File: config.mk
export PLATFORM = sky130hd
export DESIGN_NAME = periodic_task_dispatcher
export DESIGN_NICKNAME = d
export VERILOG_FILES = /design/src/ptd_pkg.sv /design/src/ptd_ram.sv /design/src/ptd_mod.sv /design/src/periodic_task_dispatcher.sv
export SDC_FILE = /design/constraint.sdc
export NUM_CORES = 1
export LEC_CHECK = 0
export BUFFER_PORTS_ARGS = -buffer_cell sky130_fd_sc_hd__buf_2
export CAP_MARGIN = 20
export CORE_MARGIN = 2
export CORE_UTILIZATION = 50
export DETAILED_ROUTE_END_ITERATION = 12
export GPL_TIMING_DRIVEN = 0
export HOLD_SLACK_MARGIN = 0.05
export PLACE_DENSITY_LB_ADDON = 0.12
export SLEW_MARGIN = 40
export SYNTH_ARGS = -nofsm -noshare
export SYNTH_HDL_FRONTEND = slang
export SYNTH_SLANG_ARGS = --single-unit
File: constraint.sdc
create_clock -name clk -period 4.6 [get_ports clk]
set_input_delay 1.15 -clock clk [delete_from_list [all_inputs] [get_ports clk]]
set_output_delay 1.15 -clock clk [all_outputs]
set_load 0.05 [all_outputs]
File: src/ptd_pkg.sv
// ptd_pkg: shared item types, command and status codes for the periodic task dispatcher
// used by ptd_mod, periodic_task_dispatcher and the bench; depends on nothing
package ptd_pkg;

    localparam int MAX_RESULTS = 8;

    localparam logic [2:0] CMD_TICK    = 3'd0;
    localparam logic [2:0] CMD_CREATE  = 3'd1;
    localparam logic [2:0] CMD_DELETE  = 3'd2;
    localparam logic [2:0] CMD_RESUME  = 3'd3;
    localparam logic [2:0] CMD_SUSPEND = 3'd4;

    localparam logic [3:0] ST_CREATED      = 4'd0;
    localparam logic [3:0] ST_TAKEN        = 4'd1;
    localparam logic [3:0] ST_DELETED      = 4'd2;
    localparam logic [3:0] ST_BAD_INDEX    = 4'd3;
    localparam logic [3:0] ST_RESUMED      = 4'd4;
    localparam logic [3:0] ST_RESUME_FAIL  = 4'd5;
    localparam logic [3:0] ST_SUSPENDED    = 4'd6;
    localparam logic [3:0] ST_SUSPEND_FAIL = 4'd7;
    localparam logic [3:0] ST_DISPATCH     = 4'd8;
    localparam logic [3:0] ST_NONE_DUE     = 4'd9;

    typedef struct packed {
        logic [2:0]  command;
        logic [7:0]  slot;
        logic [15:0] period;
    } cmd_item_t;

    typedef struct packed {
        logic [3:0] status;
        logic [2:0] due_slot;
        logic       dispatched;
        logic       last;
    } res_item_t;

    typedef struct packed {
        logic done;
        logic zero;
    } mod_rsp_t;

endpackage

File: src/ptd_ram.sv
// ptd_ram: generic single write port, single read port ram with registered read
// depends on nothing
module ptd_ram #(
    parameter int WIDTH = 16,
    parameter int DEPTH = 8
) (
    input  logic                                    clk,
    input  logic                                    we,
    input  logic [((DEPTH > 1) ? $clog2(DEPTH) : 1)-1:0] waddr,
    input  logic [WIDTH-1:0]                        wdata,
    input  logic [((DEPTH > 1) ? $clog2(DEPTH) : 1)-1:0] raddr,
    output logic [WIDTH-1:0]                        rdata
);

    logic [WIDTH-1:0] mem [DEPTH];

    always_ff @(posedge clk)
    begin
        if (we)
        begin
            mem[waddr] <= wdata;
        end
        rdata <= mem[raddr];
    end

endmodule

File: src/ptd_mod.sv
// ptd_mod: bit-serial restoring remainder unit, one quotient bit per cycle
// reports whether a 16-bit dividend is a multiple of a nonzero divisor; uses ptd_pkg
module ptd_mod (
    input  logic            clk,
    input  logic            rst_n,
    input  logic            start,
    input  logic [15:0]     dividend,
    input  logic [15:0]     divisor,
    output ptd_pkg::mod_rsp_t rsp
);

    logic [15:0] rem_reg;
    logic [15:0] dvd_reg;
    logic [15:0] div_reg;
    logic [4:0]  cnt_reg;
    logic        busy_reg;
    logic        done_reg;
    logic [16:0] shifted;
    logic        fits;

    assign shifted = {rem_reg, dvd_reg[15]};
    assign fits    = shifted >= {1'b0, div_reg};

    always_ff @(posedge clk or negedge rst_n)
    begin
        if (!rst_n)
        begin
            busy_reg <= 1'b0;
            done_reg <= 1'b0;
            cnt_reg  <= 5'd0;
        end
        else if (start)
        begin
            busy_reg <= 1'b1;
            done_reg <= 1'b0;
            cnt_reg  <= 5'd16;
        end
        else if (busy_reg)
        begin
            cnt_reg <= cnt_reg - 5'd1;
            if (cnt_reg == 5'd1)
            begin
                busy_reg <= 1'b0;
                done_reg <= 1'b1;
            end
        end
    end

    always_ff @(posedge clk)
    begin
        if (start)
        begin
            rem_reg <= 16'd0;
            dvd_reg <= dividend;
            div_reg <= divisor;
        end
        else if (busy_reg)
        begin
            rem_reg <= fits ? 16'(shifted - {1'b0, div_reg}) : shifted[15:0];
            dvd_reg <= {dvd_reg[14:0], 1'b0};
        end
    end

    assign rsp.done = done_reg;
    assign rsp.zero = (rem_reg == 16'd0);

endmodule

File: src/periodic_task_dispatcher.sv
// periodic_task_dispatcher: task slot table with create, delete, resume, suspend and tick
// uses ptd_pkg, ptd_ram (period table) and ptd_mod (serial remainder)
//
// usage:
//   cmd channel (cmd_valid, cmd_stall, cmd_item) carries one command item; the block
//   takes one item at a time and holds cmd_stall high while it works on it
//   res channel (res_valid, res_stall, res_item) returns one or more result items;
//   the final result of a command carries last
//   for create, delete, resume and suspend the S_END state gives the one result and
//   returns to idle, where the next command can be taken
//   tick: slots are scanned in index order through S_RD and S_CHK; each present,
//   running slot with a nonzero period also passes through the serial remainder
//   unit in S_DIV, and each due slot through S_DUE; the scan stops after the last slot
//   or after MAX_RESULTS due slots, and S_END gives the final result and returns to idle;
//   the one-bit-per-cycle remainder loop takes most of the tick time
//   unknown commands are accepted in idle and give no result
//   reset clears all present and running marks and the tick counter; the period
//   table is only used for slots that create has written, so it needs no clearing
//   a stalled receiver holds the output register; the scan waits while a result
//   is pending and the output register is still occupied
module periodic_task_dispatcher #(
    parameter int TASK_SLOTS = 8
) (
    input  logic                clk,
    input  logic                rst_n,
    input  logic                cmd_valid,
    output logic                cmd_stall,
    input  ptd_pkg::cmd_item_t  cmd_item,
    output logic                res_valid,
    input  logic                res_stall,
    output ptd_pkg::res_item_t  res_item
);

    localparam int SW = (TASK_SLOTS > 1) ? $clog2(TASK_SLOTS) : 1;

    typedef enum logic [5:0] {
        S_IDLE = 6'b000001,
        S_RD   = 6'b000010,
        S_CHK  = 6'b000100,
        S_DIV  = 6'b001000,
        S_DUE  = 6'b010000,
        S_END  = 6'b100000
    } state_t;

    state_t                 state_reg, state_next;
    logic [TASK_SLOTS-1:0]  present_reg, present_next;
    logic [TASK_SLOTS-1:0]  running_reg, running_next;
    logic [15:0]            tick_reg, tick_next;
    logic [SW-1:0]          idx_reg, idx_next;
    logic [3:0]             cnt_reg, cnt_next;
    logic                   have_pend_reg, have_pend_next;
    logic                   is_tick_reg, is_tick_next;
    logic                   res_valid_reg, res_valid_next;
    ptd_pkg::res_item_t     pend_reg, pend_next;
    ptd_pkg::res_item_t     res_item_reg, res_item_next;

    logic                   ram_we;
    logic [15:0]            ram_rdata;
    logic                   mod_start;
    ptd_pkg::mod_rsp_t      mod_rsp;
    logic                   out_free;
    logic                   in_range;
    logic [SW-1:0]          sidx;
    logic                   advance;

    assign sidx     = cmd_item.slot[SW-1:0];
    assign in_range = {1'b0, cmd_item.slot} < 9'(TASK_SLOTS);
    assign out_free = !res_valid_reg || !res_stall;

    ptd_ram #(
        .WIDTH (16),
        .DEPTH (TASK_SLOTS)
    ) u_period_ram (
        .clk   (clk),
        .we    (ram_we),
        .waddr (sidx),
        .wdata (cmd_item.period),
        .raddr (idx_reg),
        .rdata (ram_rdata)
    );

    ptd_mod u_mod (
        .clk      (clk),
        .rst_n    (rst_n),
        .start    (mod_start),
        .dividend (tick_reg),
        .divisor  (ram_rdata),
        .rsp      (mod_rsp)
    );

    always_comb
    begin
        state_next     = state_reg;
        present_next   = present_reg;
        running_next   = running_reg;
        tick_next      = tick_reg;
        idx_next       = idx_reg;
        cnt_next       = cnt_reg;
        have_pend_next = have_pend_reg;
        is_tick_next   = is_tick_reg;
        res_valid_next = res_valid_reg;
        pend_next      = pend_reg;
        res_item_next  = res_item_reg;
        ram_we         = 1'b0;
        mod_start      = 1'b0;
        advance        = 1'b0;
        cmd_stall      = (state_reg != S_IDLE);

        if (res_valid_reg && !res_stall)
        begin
            res_valid_next = 1'b0;
        end

        case (state_reg)
            S_IDLE:
            begin
                if (cmd_valid)
                begin
                    pend_next.due_slot   = 3'd0;
                    pend_next.dispatched = 1'b0;
                    pend_next.last       = 1'b1;
                    case (cmd_item.command)
                        ptd_pkg::CMD_TICK:
                        begin
                            idx_next       = '0;
                            cnt_next       = 4'd0;
                            have_pend_next = 1'b0;
                            is_tick_next   = 1'b1;
                            state_next     = S_RD;
                        end
                        ptd_pkg::CMD_CREATE, ptd_pkg::CMD_DELETE,
                        ptd_pkg::CMD_RESUME, ptd_pkg::CMD_SUSPEND:
                        begin
                            is_tick_next   = 1'b0;
                            have_pend_next = 1'b1;
                            state_next     = S_END;
                            if (!in_range)
                            begin
                                pend_next.status = ptd_pkg::ST_BAD_INDEX;
                            end
                            else if (cmd_item.command == ptd_pkg::CMD_CREATE)
                            begin
                                if (present_reg[sidx])
                                begin
                                    pend_next.status = ptd_pkg::ST_TAKEN;
                                end
                                else
                                begin
                                    ram_we             = 1'b1;
                                    present_next[sidx] = 1'b1;
                                    running_next[sidx] = 1'b1;
                                    pend_next.status   = ptd_pkg::ST_CREATED;
                                end
                            end
                            else if (cmd_item.command == ptd_pkg::CMD_DELETE)
                            begin
                                present_next[sidx] = 1'b0;
                                pend_next.status   = ptd_pkg::ST_DELETED;
                            end
                            else if (cmd_item.command == ptd_pkg::CMD_RESUME)
                            begin
                                if (present_reg[sidx])
                                begin
                                    running_next[sidx] = 1'b1;
                                    pend_next.status   = ptd_pkg::ST_RESUMED;
                                end
                                else
                                begin
                                    pend_next.status = ptd_pkg::ST_RESUME_FAIL;
                                end
                            end
                            else
                            begin
                                if (present_reg[sidx])
                                begin
                                    running_next[sidx] = 1'b0;
                                    pend_next.status   = ptd_pkg::ST_SUSPENDED;
                                end
                                else
                                begin
                                    pend_next.status = ptd_pkg::ST_SUSPEND_FAIL;
                                end
                            end
                        end
                        default:
                        begin
                            state_next = S_IDLE;
                        end
                    endcase
                end
            end
            S_RD:
            begin
                state_next = S_CHK;
            end
            S_CHK:
            begin
                if (present_reg[idx_reg] && running_reg[idx_reg] && ram_rdata != 16'd0)
                begin
                    mod_start  = 1'b1;
                    state_next = S_DIV;
                end
                else
                begin
                    advance = 1'b1;
                end
            end
            S_DIV:
            begin
                if (mod_rsp.done)
                begin
                    if (mod_rsp.zero)
                    begin
                        state_next = S_DUE;
                    end
                    else
                    begin
                        advance = 1'b1;
                    end
                end
            end
            S_DUE:
            begin
                if (!have_pend_reg || out_free)
                begin
                    if (have_pend_reg)
                    begin
                        res_item_next      = pend_reg;
                        res_item_next.last = 1'b0;
                        res_valid_next     = 1'b1;
                    end
                    pend_next.status     = ptd_pkg::ST_DISPATCH;
                    pend_next.due_slot   = 3'(idx_reg);
                    pend_next.dispatched = 1'b1;
                    pend_next.last       = 1'b0;
                    have_pend_next       = 1'b1;
                    cnt_next             = cnt_reg + 4'd1;
                    advance              = 1'b1;
                end
            end
            S_END:
            begin
                if (out_free)
                begin
                    res_valid_next = 1'b1;
                    if (have_pend_reg)
                    begin
                        res_item_next      = pend_reg;
                        res_item_next.last = 1'b1;
                    end
                    else
                    begin
                        res_item_next.status     = ptd_pkg::ST_NONE_DUE;
                        res_item_next.due_slot   = 3'd0;
                        res_item_next.dispatched = 1'b0;
                        res_item_next.last       = 1'b1;
                    end
                    if (is_tick_reg)
                    begin
                        tick_next = tick_reg + 16'd1;
                    end
                    state_next = S_IDLE;
                end
            end
            default:
            begin
                state_next = S_IDLE;
            end
        endcase

        if (advance)
        begin
            if (idx_reg == SW'(TASK_SLOTS - 1) || cnt_next == 4'(ptd_pkg::MAX_RESULTS))
            begin
                state_next = S_END;
            end
            else
            begin
                idx_next   = idx_reg + SW'(1);
                state_next = S_RD;
            end
        end
    end

    always_ff @(posedge clk or negedge rst_n)
    begin
        if (!rst_n)
        begin
            state_reg     <= S_IDLE;
            present_reg   <= '0;
            running_reg   <= '0;
            tick_reg      <= 16'd0;
            idx_reg       <= '0;
            cnt_reg       <= 4'd0;
            have_pend_reg <= 1'b0;
            is_tick_reg   <= 1'b0;
            res_valid_reg <= 1'b0;
        end
        else
        begin
            state_reg     <= state_next;
            present_reg   <= present_next;
            running_reg   <= running_next;
            tick_reg      <= tick_next;
            idx_reg       <= idx_next;
            cnt_reg       <= cnt_next;
            have_pend_reg <= have_pend_next;
            is_tick_reg   <= is_tick_next;
            res_valid_reg <= res_valid_next;
        end
    end

    always_ff @(posedge clk)
    begin
        pend_reg     <= pend_next;
        res_item_reg <= res_item_next;
    end

    assign res_valid = res_valid_reg;
    assign res_item  = res_item_reg;

endmodule

* After elaboration in Yosys (flattened, before gate mapping)
Memory sizes are Yosys's and may differ from the RTL's. A register that Yosys moved wholly into a read port is not among the register bits.
Cells that the tools add are included.
** Word-level totals
- Input port bits :: 31
- Output and inout port bits :: 11
- Latch bits :: 0
- Memories kept :: 1
- Memory bits (read-only) :: 0
- Logic and storage cells :: 184
- Bits in writable memories :: 128
- Register bits :: 120
** Memory list
- u_period_ram.mem :: words 8, width 16, read ports 1, clocked after Yosys merged registers in 1, wr ports 1, line ptd_ram.sv:15 : logic [WIDTH-1:0] mem [DEPTH];
** Operators by class
- Add/subtract/negate cells :: 5
- Bitwise operators :: 5
- Reduce and logical (&&, ||, !) cells :: 31
- Equality and inequality tests :: 28
- Mux-type cells :: 87
- Shift-type cells :: 0
- Div/mod/pow operators :: 0
- $lt $le $gt $ge :: 5
- $mul :: 0
** Operator list (number)
- 2-to-1 mux 8 bit :: 9
- 2-to-1 mux 9 bit :: 6
- 2-to-1 mux 16 bit :: 3
- 2-to-1 mux 6 bit :: 7
- case mux 6 bit (6 select lines) :: 1
- case mux 9 bit (2 select lines) :: 2
- 2-to-1 mux 1 bit :: 33
- 2-to-1 mux 4 bit :: 8
- greater-or-equal comparator 17 x 16 -> 1 bit :: 1
- adder 16 x 1 -> 16 bit, second input constant :: 1
- AND 8 bit :: 2
- zero test 16 bit :: 1
- inequality test 2 bit, second input constant :: 8
- bitwise OR 8 bit :: 2
- nonzero test 16 bit :: 1
- subtractor 16 bit :: 1
- 2-to-1 mux 3 bit :: 5
- nonzero test 2 bit :: 7
- inequality test 3 bit, second input constant :: 4
- case mux 6 bit (2 select lines) :: 1
- AND reduction 4 bit :: 3
- AND reduction 6 bit :: 2
- 2-to-1 mux 5 bit :: 2
- binary-select mux 1 bit (select 3 bit) :: 3
- other kinds (32) :: 48

* Depth between registers and ports, before layout
Gate-level depths: netlist (run 1).
- Depth after elaboration :: 10
- Mapped depth :: 10
- Gate-level depth less buffers :: 10

* Hierarchy
Synthesis (run 1) repeated with hierarchy kept, for this count alone.
** Second synthesis, totals
- Cell total of the unflattened synthesis :: 844
- Area, all modules :: 11858.9 µm²
** By module, submodules not included
- ptd_ram :: cells each 214, area an instance 5293.8 µm², seq. area each 4164.0 µm², times used 1
- ptd_mod :: cells each 328, area an instance 3319.4 µm², seq. area each 1456.4 µm², times used 1
- periodic_task_dispatcher :: cells each 302, area an instance 3245.6 µm², seq. area each 1712.9 µm², times used 1

* Least setup slack after synthesis (run 1)
No wires, ideal clock.
- Path kind :: input-to-reg
- Start point :: input cmd_item[18] (netlist name)
- End point :: memory u_period_ram.mem[0][0] (enable)
- Path slack :: 0.361 ns
- Arrival :: 3.809 ns
- Stages :: 6
- Setup time :: 0.430 ns
- Buffers on the path :: 1
- Data required time :: 4.170 ns
- Path through :: buf_2 nor3b_1 a22o_1 nor3_4 nand3_1 nor4_1
** On the way
- Longest elaborated chain between the ends :: 10
- Elaborated cells on any way between the ends :: 11
** Ends and longest elaborated chain
- start: declaration :: line periodic_task_dispatcher.sv:28 : input ptd_pkg::cmd_item_t cmd_item,
- binary-select mux 1 bit (select 3 bit) :: line periodic_task_dispatcher.sv:143 : if (present_reg[sidx])
- 2-to-1 mux 1 bit (implied by the code) :: line periodic_task_dispatcher.sv:143
- 2-to-1 mux 1 bit :: line periodic_task_dispatcher.sv:143
- 2-to-1 mux 1 bit :: line periodic_task_dispatcher.sv:141 : else if (cmd_item.command == ptd_pkg::CMD_CREATE)
- 2-to-1 mux 1 bit :: line periodic_task_dispatcher.sv:137 : if (!in_range)
- 2-to-1 mux 1 bit :: line periodic_task_dispatcher.sv:122 : case (cmd_item.command)
- 2-to-1 mux 1 bit :: line periodic_task_dispatcher.sv:117 : if (cmd_valid)
- 2-to-1 mux 1 bit :: line periodic_task_dispatcher.sv:114 : case (state_reg)
- 2-to-1 mux 1 bit :: line ptd_ram.sv:19 : if (we)
- 2-to-1 mux 1 bit (implied by the code) :: line ptd_ram.sv:21 : mem[waddr] <= wdata;
- end: declaration :: line ptd_ram.sv:15
Parallel ways exist; a longest one is shown, timed or not. The select of a mux whose other input is x is not followed.

* Worst setup path in the final report (run 1)
- Start point :: register state_reg[2]
- End point :: memory u_period_ram.mem[0][3] (enable)
** On the way
- Longest elaborated chain between the ends :: 4
** Ends and longest elaborated chain
- start: declaration :: line periodic_task_dispatcher.sv:45 : state_t state_reg, state_next;
- start signal: assignment :: line periodic_task_dispatcher.sv:301 : state_reg <= state_next;
- equality test 6 x 1 -> 1 bit :: line periodic_task_dispatcher.sv:114
- 2-to-1 mux 1 bit :: line periodic_task_dispatcher.sv:114
- 2-to-1 mux 1 bit :: line ptd_ram.sv:19
- 2-to-1 mux 1 bit (implied by the code) :: line ptd_ram.sv:21
No other way between the ends.

==> impl_metrics.env, run 1 <==
export IMPL_place_inst=1194
export IMPL_synth_edf_count=177
export IMPL_powerDensity_nw_per_um2=439
export IMPL_ys_ff_latch=264
export IMPL_drive_gt1_share_pct=22.0
export IMPL_h_tree_depth=1
export IMPL_required_ns=4.85
export IMPL_yosysUniqueCellTypes=76
export IMPL_power_mw=5.91
export IMPL_clk_pin_slew_ns=0.06
export IMPL_ys_flop_type="edfxtp_1"
export IMPL_dpl_hpwl_mm=16.8
export IMPL_dr_total_vias=7182
export IMPL_r2r_end="u_period_ram.mem[0][3]$_DFFE_PP_"
export IMPL_clkSinkCount=264
export IMPL_path_depth=9
export IMPL_holdCritStartpoint="u_period_ram.rdata[1]$_DFF_P_"
export IMPL_relSlewSlack_pct=43.1
export IMPL_holdWs_ns=0.437
export IMPL_cp_max_fo=8
export IMPL_hold_viol_final=0
export IMPL_dr_pass1_iters=5
export IMPL_synth_warnings=0
export IMPL_drtIter0Drc=420
export IMPL_drv_slew=0
export IMPL_critical_path_top_delay_family="simple AND/OR/NAND/NOR gates"
export IMPL_rsz0062_at_grt="false"
export IMPL_yosysSeqAreaShare_pct=62.9
export IMPL_top_register="u_period_ram.mem"
export IMPL_multi_input_area_um2=4090
export IMPL_clkLatencyLatePin_ns=0.54
export IMPL_arrival_ns=4.01
export IMPL_antenna_found_initial=2
export IMPL_design_area_um2=13500
export IMPL_largest_reg_flops=128
export IMPL_hold_buffers=0
export IMPL_fp_dieH_um=157
export IMPL_skew_ns=0.00937
export IMPL_reg2reg_depth=9
export IMPL_crit_path_top_delay_cell="nor4_2"
export IMPL_status="finished clean"
export IMPL_wire_per_inst_um=19.0
export IMPL_syn_inst=827
export IMPL_clockBufferDepth=3
export IMPL_fin_crit_sh_pct=81.7
export IMPL_grt_remaining_overflow=0
export IMPL_tightest_slew_ns=0.845
export IMPL_grt_pass1_wl_mm=38.3
export IMPL_fin_crit_ns=3.76
export IMPL_cp_endpoint="u_period_ram.mem[0][3]$_DFFE_PP_"
export IMPL_cts_root_buf="clkbuf_16"
export IMPL_cts_tree="done"
export IMPL_cp_end_kind="register"
export IMPL_worst_path_buf_inv=3
export IMPL_gp_congestion=0.873
export IMPL_max_freq_mhz=266
export IMPL_dieWidth_um=157
export IMPL_drv_cap=0
export IMPL_fillers=1763
export IMPL_min_path_type="reg -> reg"
export IMPL_ir_worst_vdd_v=0.000428
export IMPL_async_flop_share_pct=20.8
export IMPL_place_area_um2=12500
export IMPL_finalWirelength_mm=23.6
export IMPL_grt_total_usage_pct=19.9
export IMPL_r2r_slack_ns=0.84
export IMPL_fin_nets=965
export IMPL_grt_pass1_vias=7237
export IMPL_die_area_um2=24500
export IMPL_vias_per_cell=5.76
export IMPL_path_class="reg -> reg"
export IMPL_area_delta_synth_final_pct=15.6
export IMPL_finalSetupTns_ns=0
export IMPL_portBuffers=39
export IMPL_crit_chain="buf_2 -> or4_4 -> nor3_4 -> nand2_4 -> nor2_1 -> nand3_1 -> nor4_2 -> buf_2 -> buf_2"
export IMPL_synth_area_um2=11700
export IMPL_ioPinCount=42
export IMPL_setup_violations=0
export IMPL_numCtsBuffers=28
export IMPL_antenna_left=0
export IMPL_synth_area_per_cell_um2=14.1
export IMPL_r2r_start="state_reg[2]$_DFFE_PN0P_"
export IMPL_postCtsSetupBuffers=0
export IMPL_slowest_delay_ns=0.72
export IMPL_startpoint_type="register"
export IMPL_ff_latch_area_um2=7330
export IMPL_power_leakage_nw=5.00
export IMPL_start_util_pct=51.2
export IMPL_antenna_cells=0
export IMPL_cts_repair_resize_count=0
export IMPL_syn_num_nets=881
export IMPL_rows=55
export IMPL_stdcell_count=1246
export IMPL_coreArea_um2=22800
export IMPL_crit_top_cell="buf_2"
export IMPL_grt_max_degree=56
export IMPL_drc=0
export IMPL_startpoint="state_reg[2]$_DFFE_PN0P_"
[cells in the mapped netlist, types with 7 or more instances]
master	count	area [um2]
and2_1	7	43.8
buf_2	8	40.0
o211ai_1	8	60.1
mux2_2	32	360
nand3_1	27	135
nor2b_1	14	87.6
a21oi_1	15	75.1
dfxtp_1	32	641
dfrtp_1	54	1350
a21o_1	7	52.6
mux4_2	32	721
and3_1	7	43.8
nor2_1	41	154
a311oi_1	10	87.6
clkbuf_1	23	86.3
nand4_1	9	56.3
o21ai_0	22	110
xnor2_1	20	175
ha_1	22	275
nand2b_1	10	62.6
o31ai_1	8	60.1
nor4_1	19	119
edfxtp_1	177	5320
nor3_1	17	85.1
mux2_1	10	113
nand2_1	46	173
o21ai_1	7	35.0
inv_1	33	124
xor2_1	10	87.6
o21a_1	7	52.6
[cell type report]
class                   instances  area share (%)
plain buffers                  37            1.20
clock buffers                  32            5.39
clock inverters                20            2.17
inverters                      35           0.975
multi-input cells             491            30.3
flip-flops and latches        264            54.4
well taps                     313            2.91
repair buffers                 54            2.58
[cells by family (layout without fill, tap and decap cells)]
group           count (synthesis)  count (layout)  share of synthesized area, %
compound gates                131             131                          8.70
xor+xnor                       30              30                          2.25
fa+ha+maj                      23              23                          2.53
buf+inv                        72             178                          2.47
flops                         264             264                          62.9
mux                            80              80                          10.8
simple gates                  227             227                          10.4
[cell usage in the layout, fill, tap and decap left out, types with 5 or more instances in the layout]
cell type and instances:
nand4_1 9, nor4_1 18, clkbuf_1 24, a311oi_1 10, ha_1 22, xor2_1 10
a32o_1 5, xnor2_1 20, nand2_1 46, buf_2 53, or2_2 5, nor3_1 15
bufinv_16 7, nor2_4 5, o21a_1 7, mux2_2 32, nand2b_1 10, dfxtp_1 32
mux2i_1 6, dfrtp_1 54, o21ai_1 7, clkbuf_16 28, nor2_1 36, clkinv_2 6
a21oi_1 15, edfxtp_1 177, buf_4 6, and2_1 7, nor2b_1 14, nand3_1 27
o21ai_0 22, mux4_2 32, o211ai_1 8, o31ai_1 8, a21o_1 7, inv_1 33
mux2_1 10, and3_1 7
[power by group]
group          leakage, nW  internal [mW]  switching, mW
sequential            2.61           2.66         0.0757
combinational         1.89          0.322          0.424
clock                0.493           1.53          0.903
total                 5.00           4.51           1.40
[routing by layer]
layer	up-vias	global-route usage (%)	wire (um)
li1	3366	-	-
met1	3598	26.3	10000
met2	171	35.0	12000
met3	43	2.91	1070
met4	4	4.76	477
met5	-	0	18
[through the flow]
step	worst slack, ns	util (%)
final	0.842	59.1
after global routing	0.663	59.1
after CTS	0.834	59.1
after detailed placement	0.342	54.7
after global placement	-1.44	53.7
after floorplan	0.361	-
[worst min path at each step]
stage / depth (start not counted) / slack (ns) / to
2_1_floorplan: 0 / 0.41 / u_mod.div_reg[10]$_DFFE_PP_
3_3_place_gp: 0 / 0.42 / u_mod.div_reg[1]$_DFFE_PP_
3_5_place_dp: 0 / 0.42 / u_mod.div_reg[1]$_DFFE_PP_
4_1_cts: 0 / 0.43 / u_mod.div_reg[1]$_DFFE_PP_
5_1_grt: 0 / 0.45 / u_mod.div_reg[0]$_DFFE_PP_
6_report: 0 / 0.44 / u_mod.div_reg[1]$_DFFE_PP_
(Power assumes the default switching activity.)
==> run 2: changes to the inputs <==
--- a/config.mk
+++ b/config.mk
@@ -5,6 +5,7 @@
 export SDC_FILE = /design/constraint.sdc
 export NUM_CORES = 1
 export LEC_CHECK = 0
+export ABC_AREA = 1
 export BUFFER_PORTS_ARGS = -buffer_cell sky130_fd_sc_hd__buf_2
 export CAP_MARGIN = 20
 export CORE_MARGIN = 2
==> constraint.sdc (replaced) <==
create_clock -name clk -period 3.04 [get_ports clk]
set_input_delay 0.76 -clock clk [delete_from_list [all_inputs] [get_ports clk]]
set_output_delay 0.76 -clock clk [all_outputs]
set_load 0.05 [all_outputs]
==> run 2 against run 1 <==
  * Core utilization shrank 0.69 points
  * Register-to-register slack worse by 0.44 ns
  * Die area increased by 3.4%
==> impl_metrics.env, run 2 <==
export IMPL_status="finished clean"
export IMPL_antenna_left=0
export IMPL_yosysSeqAreaShare_pct=60.8
export IMPL_power_switching_mw=2.73
export IMPL_postCtsSetupBuffers=0
export IMPL_relSlewSlack_pct=48.2
export IMPL_synth_area_per_cell_um2=9.75
export IMPL_setup_violations=0
export IMPL_top_register="u_period_ram.mem"
export IMPL_coreArea_um2=23500
export IMPL_cts_tree="done"
export IMPL_yosys_area_top_type="edfxtp_1"
export IMPL_powerDensity_nw_per_um2=680
export IMPL_grt_pass1_wl_mm=43.3
export IMPL_syn_num_nets=1291
export IMPL_grt_total_usage_pct=21.3
export IMPL_dieWidth_um=159
export IMPL_yosysMostFrequentCell="nand2_1"
export IMPL_startpoint_type="input port"
export IMPL_seqPwrFrac_pct=45.8
export IMPL_dr_pass1_iters=5
export IMPL_portBuffers=40
export IMPL_max_freq_mhz=365
export IMPL_power_leakage_nw=5.72
export IMPL_fp_dieH_um=159
export IMPL_finalSetupTns_ns=0
export IMPL_numCtsBuffers=28
export IMPL_clkSinkCount=264
export IMPL_hold_viol_final=0
export IMPL_largest_reg_flops=128
export IMPL_vias_per_cell=5.17
export IMPL_p_clk_share_pct=36.2
export IMPL_h_tree_depth=1
export IMPL_fin_crit_ns=2.74
export IMPL_final_common_cell="nand2_1"
export IMPL_drtIter0Drc=617
export IMPL_ys_flop_type="edfxtp_1"
export IMPL_clk_pin_slew_ns=0.06
export IMPL_post_place_ws_ns=-0.308
export IMPL_required_ns=3.25
export IMPL_p_comb_share_pct=18.0
export IMPL_start_util_pct=51.2
export IMPL_grt_pass1_vias=8250
export IMPL_gp_congestion=0.867
export IMPL_synth_top_area_share_pct=44.1
export IMPL_dr_total_vias=8553
export IMPL_antenna_cells=0
export IMPL_p_int_mw=6.63
export IMPL_async_flop_share_pct=20.8
export IMPL_clockBufferDepth=3
export IMPL_fin_crit_sh_pct=90.1
export IMPL_finalWirelength_mm=26.6
export IMPL_synth_area_top_cells="edfxtp_1 44%, dfrtp_1 11%, nand2_1 8.3%, nor2_1 6.0%, dfxtp_1 5.3%"
export IMPL_synth_edf_count=177
export IMPL_final_cell_mix="265 x nand2_1, 184 x nor2_1, 177 x edfxtp_1"
export IMPL_place_area_um2=12800
export IMPL_fin_nets=1368
export IMPL_cp_max_fo=16
export IMPL_skew_ns=0.0474
export IMPL_fillers=2091
export IMPL_finish_utilization_pct=58.4
export IMPL_synth_area_um2=12100
export IMPL_area_delta_synth_final_pct=14.1
export IMPL_switching_share_pct=29.2
export IMPL_syn_inst=1237
export IMPL_drc=0
export IMPL_die_area_um2=25400
export IMPL_drv_cap=0
export IMPL_antenna_found_initial=0
export IMPL_layout_setup_ws_ns=0.301
export IMPL_holdWs_ns=0.427
export IMPL_power_mw=9.36
export IMPL_synth_warnings=0
export IMPL_path_class="in -> reg"
export IMPL_place_inst=1601
export IMPL_grt_max_degree=56
export IMPL_min_path_type="reg -> reg"
export IMPL_yosys_top_cells_count="266 x nand2_1, 192 x nor2_1, 177 x edfxtp_1, 109 x inv_1, 90 x o21ai_0"
export IMPL_drive_gt1_share_pct=11.9
export IMPL_design_area_um2=13800
export IMPL_rsz0062_at_grt="false"
export IMPL_cp_end_kind="register"
export IMPL_yosysUniqueCellTypes=49
export IMPL_grt_remaining_overflow=0
export IMPL_arrival_ns=2.95
export IMPL_wire_per_inst_um=16.1
export IMPL_clkLatencyLatePin_ns=0.57
export IMPL_cts_root_buf="clkbuf_16"
export IMPL_ioPinCount=42
export IMPL_stdcell_count=1655
export IMPL_ir_worst_vdd_v=0.000676
export IMPL_rows=56
export IMPL_ys_ff_latch=264
export IMPL_dpl_hpwl_mm=18.5
export IMPL_drv_slew=0
export IMPL_tightest_slew_ns=0.772
==> run 2: power groups by stage <==
| stage | clock network [mW] | registers [mW] | logic, mW |
|---|---|---|---|
| floorplan | 0 | 4.40 | 1.11 |
| global placement | 0 | 4.35 | 1.65 |
| detailed placement | 0 | 4.37 | 1.67 |
| CTS | 3.44 | 4.29 | 1.68 |
| global route | 3.59 | 4.32 | 1.88 |
| finish | 3.39 | 4.29 | 1.68 |
==> run 2: cell type report <==
| cell class | count | area, um2 | share of cell area, % |
|---|---|---|---|
| timing repair buffer | 47 | 300 | 2.18 |
| sequential | 264 | 7330 | 53.3 |
| buffer | 36 | 174 | 1.26 |
| clock inverter | 11 | 133 | 0.964 |
| tap | 319 | 399 | 2.90 |
| clock buffer | 41 | 800 | 5.81 |
| multi-input combinational | 817 | 4160 | 30.3 |
| inverter | 120 | 457 | 3.32 |
==> run 2: final timing paths <==
path / start / end / slack [ns] / cells after the start
min: u_period_ram.rdata[14]$_DFF_P_ / u_mod.div_reg[14]$_DFFE_PP_ / 0.43 / 0
max in group asynchronous: rst_n / state_reg[0]$_DFFE_PN1P_ / 1.89 / 3
max: cmd_item[26] / u_period_ram.mem[4][1]$_DFFE_PP_ / 0.30 / 10
max reg2reg: state_reg[0]$_DFFE_PN1P_ / u_period_ram.mem[4][1]$_DFFE_PP_ / 0.40 / 7
min reg2reg: u_period_ram.rdata[14]$_DFF_P_ / u_mod.div_reg[14]$_DFFE_PP_ / 0.43 / 0
min in group asynchronous: rst_n / async pin / 0.57 / 2
==> run 2: cells by family (layout without fill, tap and decap cells) <==
| family | count (synthesis) | count (layout) | share of synthesized area, % |
|---|---|---|---|
| XOR/XNOR | 23 | 23 | 1.67 |
| flip-flops | 264 | 264 | 60.8 |
| AO/OA/AOI/OAI | 174 | 174 | 8.07 |
| AND/OR/NAND/NOR | 597 | 597 | 21.8 |
| buffers and inverters | 156 | 255 | 5.23 |
| adder cells (fa/ha/maj) | 23 | 23 | 2.45 |
==> run 2: what timing repair did <==
item	CTS	global route
endpoints found under the setup margin	0	3
hold buffers	0	1
endpoints found under the hold margin	0	13
resized for setup	0	1
==> run 2: worst max-delay path, stage by stage <==
cell	delay (ns)
buf_2	0.11
inv_1	0.11
nand2_1	0.09
nor2_1	0.22
inv_1	0.09
clkbuf_1	0.26
nor2_1	0.15
nand4_1	0.36
buf_4	0.33
nor2_4	0.45
==> run 2: routing by layer <==
layer  track usage, %  vias to the layer above  part of all wire, %
met5                0                        -                    0
li1                 -                     4298                    -
met4             4.83                        0                  1.8
met2             35.8                      180                   48
met3             2.79                       41                  4.5
met1             29.7                     4034                   46
